[config.mk]
export PLATFORM = sky130hd
export DESIGN_NAME = tco_seq
export DESIGN_NICKNAME = d
export VERILOG_FILES = /design/src/tco_pkg.sv /design/src/tco_seq.sv
export SDC_FILE = /design/constraint.sdc
export NUM_CORES = 1
export LEC_CHECK = 0
export CAP_MARGIN = 20
export CORE_ASPECT_RATIO = 0.6
export CORE_MARGIN = 2
export CORE_UTILIZATION = 67
export CTS_CLUSTER_DIAMETER = 50
export DETAILED_ROUTE_END_ITERATION = 8
export DONT_BUFFER_PORTS = 1
export PLACE_DENSITY_LB_ADDON = 0.2
export SLEW_MARGIN = 5
export SYNTH_ARGS = -nofsm -noshare
export SYNTH_HDL_FRONTEND = slang
export SYNTH_SLANG_ARGS = --single-unit
[constraint.sdc]
create_clock -name i_clk -period 9.39 [get_ports i_clk]
set_input_delay 1.878 -clock i_clk [delete_from_list [all_inputs] [get_ports i_clk]]
set_output_delay 1.878 -clock i_clk [all_outputs]
set_load 0.005 [all_outputs]
[src/tco_pkg.sv]
// ----------------------------------------------------------------------------
// Text console package
// Types and constants shared by the text console modules.
// ----------------------------------------------------------------------------
package tco_pkg;

    localparam int MEM_CELLS = 2048;
    localparam int ADDR_W    = 11;
    localparam int PTR_W     = 12;

    localparam int CELLS_NARROW = 1024;
    localparam int CELLS_WIDE   = 1920;
    localparam int COLS_NARROW  = 64;
    localparam int COLS_WIDE    = 80;

    // Start of the last line of each screen format.
    localparam int LAST_NARROW = (CELLS_NARROW / COLS_NARROW - 1) * COLS_NARROW;
    localparam int LAST_WIDE   = (CELLS_WIDE / COLS_WIDE - 1) * COLS_WIDE;

    // pos / 80 equals (pos * RECIP_80) >> RECIP_SHIFT for every pos below 2048.
    localparam int RECIP_80    = 3277;
    localparam int RECIP_SHIFT = 18;

    localparam logic [7:0] CH_SPACE     = 8'h20;
    localparam logic [7:0] CH_BACKSPACE = 8'h08;
    localparam logic [7:0] CH_NEWLINE   = 8'h0A;
    localparam logic [7:0] CH_RETURN    = 8'h0D;
    localparam logic [7:0] CH_LOWER_A   = 8'h61;
    localparam logic [7:0] CH_LOWER_Z   = 8'h7A;
    localparam logic [7:0] CASE_OFFSET  = 8'h20;

    localparam logic [1:0] CFG_WIDE   = 2'd0;
    localparam logic [1:0] CFG_SCROLL = 2'd1;
    localparam logic [1:0] CFG_UPPER  = 2'd2;

    typedef enum logic [1:0] {
        CMD_PUT_CHAR   = 2'd0,
        CMD_SET_CURSOR = 2'd1,
        CMD_CLEAR      = 2'd2,
        CMD_READ_CELL  = 2'd3
    } t_cmd;

    typedef struct packed {
        logic              wide;
        logic [ADDR_W-1:0] scroll_start;
        logic              upper;
    } t_cfg;

    typedef struct packed {
        logic              we;
        logic [ADDR_W-1:0] waddr;
        logic [7:0]        wdata;
        logic [ADDR_W-1:0] raddr;
    } t_mem_req;

    typedef struct packed {
        logic              valid;
        logic [7:0]        data;
        logic [ADDR_W-1:0] cursor;
        logic              scrolled;
        logic              bad;
    } t_result;

endpackage

[src/tco_seq.sv]
// ----------------------------------------------------------------------------
// Text console sequencer
// Command decode, cursor arithmetic and the shared address sweep that clears,
// fills and scrolls the screen memory one cell per cycle.
// ----------------------------------------------------------------------------
module tco_seq (
    input  logic                        i_clk,
    input  logic                        i_rst_n,
    input  logic                        i_start,
    input  logic [1:0]                  i_cmd,
    input  logic [7:0]                  i_char_code,
    input  logic [6:0]                  i_column,
    input  logic [4:0]                  i_row,
    input  logic [tco_pkg::ADDR_W-1:0]  i_cell_address,
    input  tco_pkg::t_cfg               i_cfg,
    input  logic [7:0]                  i_rd_data,
    output logic                        o_busy,
    output tco_pkg::t_mem_req           o_mem_req,
    output tco_pkg::t_result            o_result
);

    localparam int AW = tco_pkg::ADDR_W;
    localparam int PW = tco_pkg::PTR_W;
    localparam int PROD_W = AW + 12;

    typedef enum logic [10:0] {
        ST_INIT      = 11'b000_0000_0001,
        ST_IDLE      = 11'b000_0000_0010,
        ST_EXEC      = 11'b000_0000_0100,
        ST_QUOT      = 11'b000_0000_1000,
        ST_NEXTL     = 11'b000_0001_0000,
        ST_BLANK     = 11'b000_0010_0000,
        ST_MOVE      = 11'b000_0100_0000,
        ST_MOVE_TAIL = 11'b000_1000_0000,
        ST_FILL      = 11'b001_0000_0000,
        ST_READ      = 11'b010_0000_0000,
        ST_DONE      = 11'b100_0000_0000
    } t_state;

    t_state            r_state, n_state;
    logic [PW-1:0]     r_ptr, n_ptr;
    logic [AW-1:0]     r_cur, n_cur;
    logic              r_mv_pend, n_mv_pend;
    logic [PW-1:0]     r_end, n_end;
    logic [AW-1:0]     r_mv_dst, n_mv_dst;
    logic [4:0]        r_quo, n_quo;
    logic              r_lf_blank, n_lf_blank;
    logic              r_then_adv, n_then_adv;
    tco_pkg::t_cmd     r_cmd, n_cmd;
    logic [7:0]        r_ch, n_ch;
    logic [6:0]        r_col, n_col;
    logic [4:0]        r_row, n_row;
    logic [AW-1:0]     r_addr, n_addr;
    logic [7:0]        r_data, n_data;
    logic              r_scr, n_scr;
    logic              r_bad, n_bad;

    logic [6:0]        w_cols;
    logic [PW-1:0]     s_cells;
    logic [AW-1:0]     last_line;
    logic [PW-1:0]     cur_inc;
    logic [PW-1:0]     ptr_inc;
    logic [PW-1:0]     set_pos;
    logic [PROD_W-1:0] quo_prod;
    logic [5:0]        quo_inc;
    logic [PW-1:0]     nls;
    logic [PW-1:0]     nls_cap;
    logic [PW-1:0]     ss_plus_w;
    logic [7:0]        ch_store;

    // Screen geometry for the selected format.
    assign w_cols    = i_cfg.wide ? 7'(tco_pkg::COLS_WIDE) : 7'(tco_pkg::COLS_NARROW);
    assign s_cells   = i_cfg.wide ? PW'(tco_pkg::CELLS_WIDE) : PW'(tco_pkg::CELLS_NARROW);
    assign last_line = i_cfg.wide ? AW'(tco_pkg::LAST_WIDE) : AW'(tco_pkg::LAST_NARROW);

    assign cur_inc   = {1'b0, r_cur} + PW'(1);
    assign ptr_inc   = r_ptr + PW'(1);
    assign ss_plus_w = {1'b0, i_cfg.scroll_start} + PW'(w_cols);

    // row * W + column, with W = 64, or on the wide screen W = 80 built as 64 + 16.
    assign set_pos = PW'({r_row, 6'b0}) + PW'(r_col)
                   + (i_cfg.wide ? PW'({r_row, 4'b0}) : PW'(0));

    // Line number of the cursor; registered in ST_QUOT.
    assign quo_prod = PROD_W'(r_cur) * PROD_W'(tco_pkg::RECIP_80);

    // Start of the line after the cursor's line.
    assign quo_inc = {1'b0, r_quo} + 6'd1;
    assign nls     = PW'({quo_inc, 6'b0}) + (i_cfg.wide ? PW'({quo_inc, 4'b0}) : PW'(0));
    assign nls_cap = (nls > PW'(tco_pkg::MEM_CELLS)) ? PW'(tco_pkg::MEM_CELLS) : nls;

    assign ch_store = (i_cfg.upper && r_ch >= tco_pkg::CH_LOWER_A
                       && r_ch <= tco_pkg::CH_LOWER_Z) ? r_ch - tco_pkg::CASE_OFFSET : r_ch;

    always_comb begin
        n_state    = r_state;
        n_ptr      = r_ptr;
        n_cur      = r_cur;
        n_end      = r_end;
        n_mv_pend  = (r_state == ST_MOVE);
        n_mv_dst   = AW'(r_ptr - PW'(w_cols));
        n_quo      = r_quo;
        n_lf_blank = r_lf_blank;
        n_then_adv = r_then_adv;
        n_cmd      = r_cmd;
        n_ch       = r_ch;
        n_col      = r_col;
        n_row      = r_row;
        n_addr     = r_addr;
        n_data     = r_data;
        n_scr      = r_scr;
        n_bad      = r_bad;

        o_mem_req.we    = 1'b0;
        o_mem_req.waddr = r_ptr[AW-1:0];
        o_mem_req.wdata = tco_pkg::CH_SPACE;
        o_mem_req.raddr = (r_state == ST_MOVE) ? r_ptr[AW-1:0] : r_addr;

        unique case (r_state)
            ST_INIT: begin
                o_mem_req.we = 1'b1;
                n_ptr        = ptr_inc;
                if (ptr_inc == PW'(tco_pkg::MEM_CELLS)) begin
                    n_state = ST_IDLE;
                end
            end
            ST_IDLE: begin
                if (i_start) begin
                    n_cmd   = tco_pkg::t_cmd'(i_cmd);
                    n_ch    = i_char_code;
                    n_col   = i_column;
                    n_row   = i_row;
                    n_addr  = i_cell_address;
                    n_data  = 8'd0;
                    n_scr   = 1'b0;
                    n_bad   = 1'b0;
                    n_state = ST_EXEC;
                end
            end
            ST_EXEC: begin
                unique case (r_cmd)
                    tco_pkg::CMD_PUT_CHAR: begin
                        priority if (r_ch == tco_pkg::CH_BACKSPACE) begin
                            o_mem_req.we    = 1'b1;
                            o_mem_req.waddr = r_cur;
                            if (r_cur != '0) begin
                                n_cur = r_cur - AW'(1);
                            end
                            n_state = ST_DONE;
                        end else if (r_ch == tco_pkg::CH_RETURN) begin
                            n_state = ST_DONE;
                        end else if (r_ch == tco_pkg::CH_NEWLINE) begin
                            n_lf_blank = 1'b1;
                            n_state    = ST_QUOT;
                        end else begin
                            o_mem_req.we    = 1'b1;
                            o_mem_req.waddr = r_cur;
                            o_mem_req.wdata = ch_store;
                            if (cur_inc >= s_cells) begin
                                n_lf_blank = 1'b0;
                                n_state    = ST_QUOT;
                            end else begin
                                n_cur   = cur_inc[AW-1:0];
                                n_state = ST_DONE;
                            end
                        end
                    end
                    tco_pkg::CMD_SET_CURSOR: begin
                        if (r_col >= w_cols || set_pos >= s_cells) begin
                            n_bad = 1'b1;
                        end else begin
                            n_cur = set_pos[AW-1:0];
                        end
                        n_state = ST_DONE;
                    end
                    tco_pkg::CMD_CLEAR: begin
                        n_ptr   = '0;
                        n_end   = s_cells;
                        n_state = ST_FILL;
                    end
                    tco_pkg::CMD_READ_CELL: begin
                        if ({1'b0, r_addr} >= s_cells) begin
                            n_bad   = 1'b1;
                            n_state = ST_DONE;
                        end else begin
                            n_state = ST_READ;
                        end
                    end
                    default: n_state = ST_DONE;
                endcase
            end
            ST_QUOT: begin
                n_quo   = i_cfg.wide ? quo_prod[tco_pkg::RECIP_SHIFT +: 5] : r_cur[AW-1 -: 5];
                n_state = ST_NEXTL;
            end
            ST_NEXTL: begin
                if (r_lf_blank) begin
                    n_ptr      = {1'b0, r_cur};
                    n_end      = nls_cap;
                    n_lf_blank = 1'b0;
                    n_then_adv = 1'b1;
                    n_state    = ST_BLANK;
                end else if (nls < s_cells) begin
                    n_cur   = nls[AW-1:0];
                    n_state = ST_DONE;
                end else begin
                    n_scr = 1'b1;
                    if (ss_plus_w < s_cells) begin
                        n_ptr   = ss_plus_w;
                        n_end   = s_cells;
                        n_state = ST_MOVE;
                    end else begin
                        n_cur      = last_line;
                        n_ptr      = {1'b0, last_line};
                        n_end      = {1'b0, last_line} + PW'(w_cols);
                        n_then_adv = 1'b0;
                        n_state    = ST_BLANK;
                    end
                end
            end
            ST_BLANK: begin
                o_mem_req.we = 1'b1;
                n_ptr        = ptr_inc;
                if (ptr_inc == r_end) begin
                    n_state = r_then_adv ? ST_NEXTL : ST_DONE;
                end
            end
            ST_MOVE: begin
                // Reads run one cell ahead of the writes, one line lower down.
                o_mem_req.we    = r_mv_pend;
                o_mem_req.waddr = r_mv_dst;
                o_mem_req.wdata = i_rd_data;
                n_ptr           = ptr_inc;
                if (ptr_inc == r_end) begin
                    n_state = ST_MOVE_TAIL;
                end
            end
            ST_MOVE_TAIL: begin
                o_mem_req.we    = r_mv_pend;
                o_mem_req.waddr = r_mv_dst;
                o_mem_req.wdata = i_rd_data;
                n_cur           = last_line;
                n_ptr           = {1'b0, last_line};
                n_end           = {1'b0, last_line} + PW'(w_cols);
                n_then_adv      = 1'b0;
                n_state         = ST_BLANK;
            end
            ST_FILL: begin
                o_mem_req.we    = 1'b1;
                o_mem_req.wdata = r_ch;
                n_ptr           = ptr_inc;
                if (ptr_inc == r_end) begin
                    n_cur   = '0;
                    n_state = ST_DONE;
                end
            end
            ST_READ: begin
                n_data  = i_rd_data;
                n_state = ST_DONE;
            end
            ST_DONE: begin
                n_state = ST_IDLE;
            end
            default: n_state = ST_IDLE;
        endcase
    end

    always_ff @(posedge i_clk) begin
        if (!i_rst_n) begin
            r_state   <= ST_INIT;
            r_ptr     <= '0;
            r_cur     <= '0;
            r_mv_pend <= 1'b0;
        end else begin
            r_state   <= n_state;
            r_ptr     <= n_ptr;
            r_cur     <= n_cur;
            r_mv_pend <= n_mv_pend;
        end
    end

    always_ff @(posedge i_clk) begin
        r_end      <= n_end;
        r_mv_dst   <= n_mv_dst;
        r_quo      <= n_quo;
        r_lf_blank <= n_lf_blank;
        r_then_adv <= n_then_adv;
        r_cmd      <= n_cmd;
        r_ch       <= n_ch;
        r_col      <= n_col;
        r_row      <= n_row;
        r_addr     <= n_addr;
        r_data     <= n_data;
        r_scr      <= n_scr;
        r_bad      <= n_bad;
    end

    assign o_busy = (r_state != ST_IDLE);

    assign o_result.valid    = (r_state == ST_DONE);
    assign o_result.data     = r_data;
    assign o_result.cursor   = r_cur;
    assign o_result.scrolled = r_scr;
    assign o_result.bad      = r_bad;

endmodule

==> impl_metrics.py <==
metrics = {
    "clocking": {
        "clockBufferDepth": 2,
        "root_buffer": "clkbuf_16",
        "cts_tree": "built",
        "cts_resized": 0,
        "numClockSinks": 104,
        "clk_latency_ns": 0.37,
        "post-cts-setup-buffer-count": 0,
        "cts_made_buffers": 9,
        "clkTransAtPathRegs_ns": 0.08,
        "cts_max_level": 3,
        "hold_buffers": 0,
    },
    "floorplan": {
        "die_area_um2": 14900,
        "coreArea_um2": 13600,
        "pin_count": 111,
        "dieWidth_um": 156,
        "rows": 33,
        "die_y_um": 95.2,
        "initial_core_util_pct": 68.4,
    },
    "synthesis": {
        "synthCells": 1036,
        "ys_async_sr_fraction_pct": 0,
        "synth_area_per_cell_um2": 8.96,
        "syn-num-nets": 1237,
        "synth_ff_type": "edfxtp_1",
        "netlist_area_um2": 9290,
        "synth_cell_types": 88,
        "yosysSeqAreaShare_pct": 28.7,
        "ys_warn_count": 0,
        "ys_seq_elements": 104,
        "synth-edff-count": 58,
    },
    "worst_setup_path": {
        "crit_type": "reg -> reg",
        "cpMostUsedCell": "fa_1",
        "max_stage_delay_ns": 0.77,
        "cp.required_ns": 9.50,
        "critical_path.top_delay_family": "adder cells",
        "crit_fanout": 15,
        "start_kind": "register",
        "arrival_ns": 6.10,
        "path_cells": "inv_1 > ha_1 > fa_1 > fa_1 > inv_1 > fa_1 > fa_1 > inv_1 > ha_1 > or3_1 > a2111oi_0 > o21ai_0 > a31o_2 > xnor2_1 > mux2i_1",
        "cp_slowest_cell": "dfxtp_1",
        "endpoint_kind": "register",
        "path_buf_inv": 3,
    },
    "power_and_ir_drop": {
        "power_density_nw_per_um2": 105,
        "p_leak_nw": 4.25,
        "max-vdd-ir-drop_uv": 123,
    },
    "hold_path": {
        "hp-class": "reg -> reg",
    },
    "routing": {
        "routed_via_density": 6.65,
        "vias": 7906,
        "drt-total-wl_mm": 26.2,
        "drt.antenna.violating_nets": 0,
        "wl_per_cell_um": 22.0,
        "drtPass1Iterations": 8,
        "drc": 0,
        "drt-initial-drc-count": 1061,
    },
    "sta": {
        "hold_ws_ns": 0.500,
        "relSlewSlack_pct": 25.1,
        "finalSetupViolations": 0,
        "worst_pin_slew_ns": 1.12,
        "fin_crit_sh_pct": 63.8,
        "period_needed_ns": 5.99,
        "maxSlewViolCount": 0,
        "fin_skew_ns": 0.00651,
        "fin_tns_setup_ns": 0,
        "rsz0062_at_grt": "no",
        "fmax_mhz": 167,
        "hold_violations": 0,
    },
    "global_route": {
        "grt_pass1_wl_mm": 40.1,
        "grtUsageTotal_pct": 35.8,
        "grt_overflow": 0,
        "grt_pass1_vias": 7244,
        "antenna_found_initial": 0,
        "grt_max_degree": 30,
    },
    "final_layout": {
        "multi_input_area_um2": 6020,
        "seqCellArea_um2": 2660,
        "fillerInstances": 996,
        "drive_above_1_share_pct": 5.33,
        "antennaDiodeCount": 0,
        "syn_to_final_growth_pct": 4.19,
        "nets": 1210,
    },
    "placement": {
        "globalplace.congestion": 1.02,
        "port_buffers": 0,
        "hpwl_mm": 20.3,
    },
    "status": {
        "status": "completed",
    },
    "flow_run": {
        "maxCapViolCount": 0,
    },
}
power breakdown:
group          internal [W]  switching [W]
Combinational     0.0000379      0.0000735
Sequential         0.000488      0.0000118
Clock              0.000195       0.000209
worst paths after layout:
kind                               from             endpoint  slack [ns]  cells past startpoint
hold reg to reg   r_ptr[1]$_SDFFE_PN0P_  r_mv_dst[1]$_DFF_P_        0.50                      0
hold / removal    r_ptr[1]$_SDFFE_PN0P_  r_mv_dst[1]$_DFF_P_        0.50                      0
setup reg to reg  r_cur[5]$_SDFFE_PN0P_   r_quo[3]$_DFFE_PP_        3.40                     15
setup / recovery  r_cur[5]$_SDFFE_PN0P_   r_quo[3]$_DFFE_PP_        3.40                     15
sequential cells by signal (all words and copies together) (netlist names), 2 cells and up:
signal    flops
r_col         7
r_cur        11
r_mv_dst     11
r_ptr        12
r_cmd         2
r_state      11
r_row         5
r_ch          8
r_quo         5
r_addr       11
r_end         8
r_data        8
worst reg2reg max path: stages, from the launching register on:
cell and delay, ns:
dfxtp_1 0.77, inv_1 0.28, ha_1 0.42, fa_1 0.49, fa_1 0.52, inv_1 0.05, fa_1 0.50, fa_1 0.54
inv_1 0.04, ha_1 0.21, or3_1 0.37, a2111oi_0 0.70, o21ai_0 0.27, a31o_2 0.29, xnor2_1 0.17, mux2i_1 0.11
synthesized netlist by cell type (4+ instances only):
master     number  area [um2]
a211oi_1        7        52.6
a21boi_0        5        37.5
a21o_1          6        45.0
a21oi_1        54         270
a22o_1          5        43.8
a22oi_1        15         113
a311oi_1        7        61.3
a31o_2          4        35.0
a31oi_1         5        31.3
and2_1         18         113
and3_1         11        68.8
and4_1          5        43.8
buf_2           8        40.0
clkbuf_1       28         105
dfxtp_1        46         921
edfxtp_1       58        1740
fa_1           34         681
ha_1          110        1380
inv_1         105         394
mux2_2          8        90.1
mux2i_1         9        90.1
nand2_1        98         368
nand2b_1        7        43.8
nand3_1        33         165
nand4_1        18         113
nor2_1         67         251
nor2b_1         5        31.3
nor3_1         20         100
nor4_1         13        81.3
nor4b_1         5        43.8
o2111ai_1       4        35.0
o211ai_1        6        45.0
o21a_1          7        52.6
o21ai_0        57         285
o21bai_1        5        37.5
or2_2           4        25.0
or3_1           6        37.5
xnor2_1        34         298
xor2_1         23         201
cell families (layout without fill, tap and decap cells):
family	count (synthesis)	after routing	share of synthesized area, %
buf+inv	150	128	6.53
compound gates	223	223	15.9
simple gates	338	338	18.7
mux	17	17	1.94
fa+ha+maj	144	144	22.1
xor+xnor	60	60	6.10
flops	104	104	28.7
metrics by stage:
stage                     area, um2  std cells  worst slack [ns]  util, %  total power, W
after CTS                      9670       1188              3.47     71.2         0.00101
final                          9680       1189              3.40     71.2         0.00101
after global routing           9680       1189              3.09     71.2         0.00104
after detailed placement       9360       1172              3.53     68.9        0.000615
after global placement         9330       1171              3.77     68.7        0.000613
after floorplan                9290       1036              3.91        -        0.000587
cells in the final DEF, fill, tap and decap left out, types with 5 or more instances in the layout:
| cell | count |
|---|---|
| a211oi_1 | 7 |
| a21boi_0 | 5 |
| a21o_1 | 6 |
| a21oi_1 | 54 |
| a22o_1 | 5 |
| a22oi_1 | 15 |
| a311oi_1 | 7 |
| a31oi_1 | 5 |
| and2_1 | 18 |
| and3_1 | 11 |
| and4_1 | 5 |
| clkbuf_16 | 9 |
| dfxtp_1 | 46 |
| edfxtp_1 | 58 |
| fa_1 | 34 |
| ha_1 | 110 |
| inv_1 | 105 |
| mux2_2 | 8 |
| mux2i_1 | 9 |
| nand2_1 | 98 |
| nand2b_1 | 7 |
| nand3_1 | 33 |
| nand4_1 | 18 |
| nor2_1 | 67 |
| nor2b_1 | 5 |
| nor3_1 | 20 |
| nor4_1 | 13 |
| nor4b_1 | 5 |
| o211ai_1 | 6 |
| o21a_1 | 7 |
| o21ai_0 | 57 |
| o21bai_1 | 5 |
| or3_1 | 6 |
| xnor2_1 | 34 |
| xor2_1 | 23 |
layer usage:
layer	track usage (%)	routed length [um]
met1	53.6	11900
met2	48.2	10100
met3	15.2	3970
met4	6.04	230
met5	0	0
layout make-up:
type	instances	share of cell area [%]
multi-input combinational	782	62.2
tap	175	2.26
clock buffer	9	2.33
inverter	106	4.11
timing repair buffer	6	0.646
sequential	104	27.5
clock inverter	7	0.944
Power figures use the tool's default switching activity.
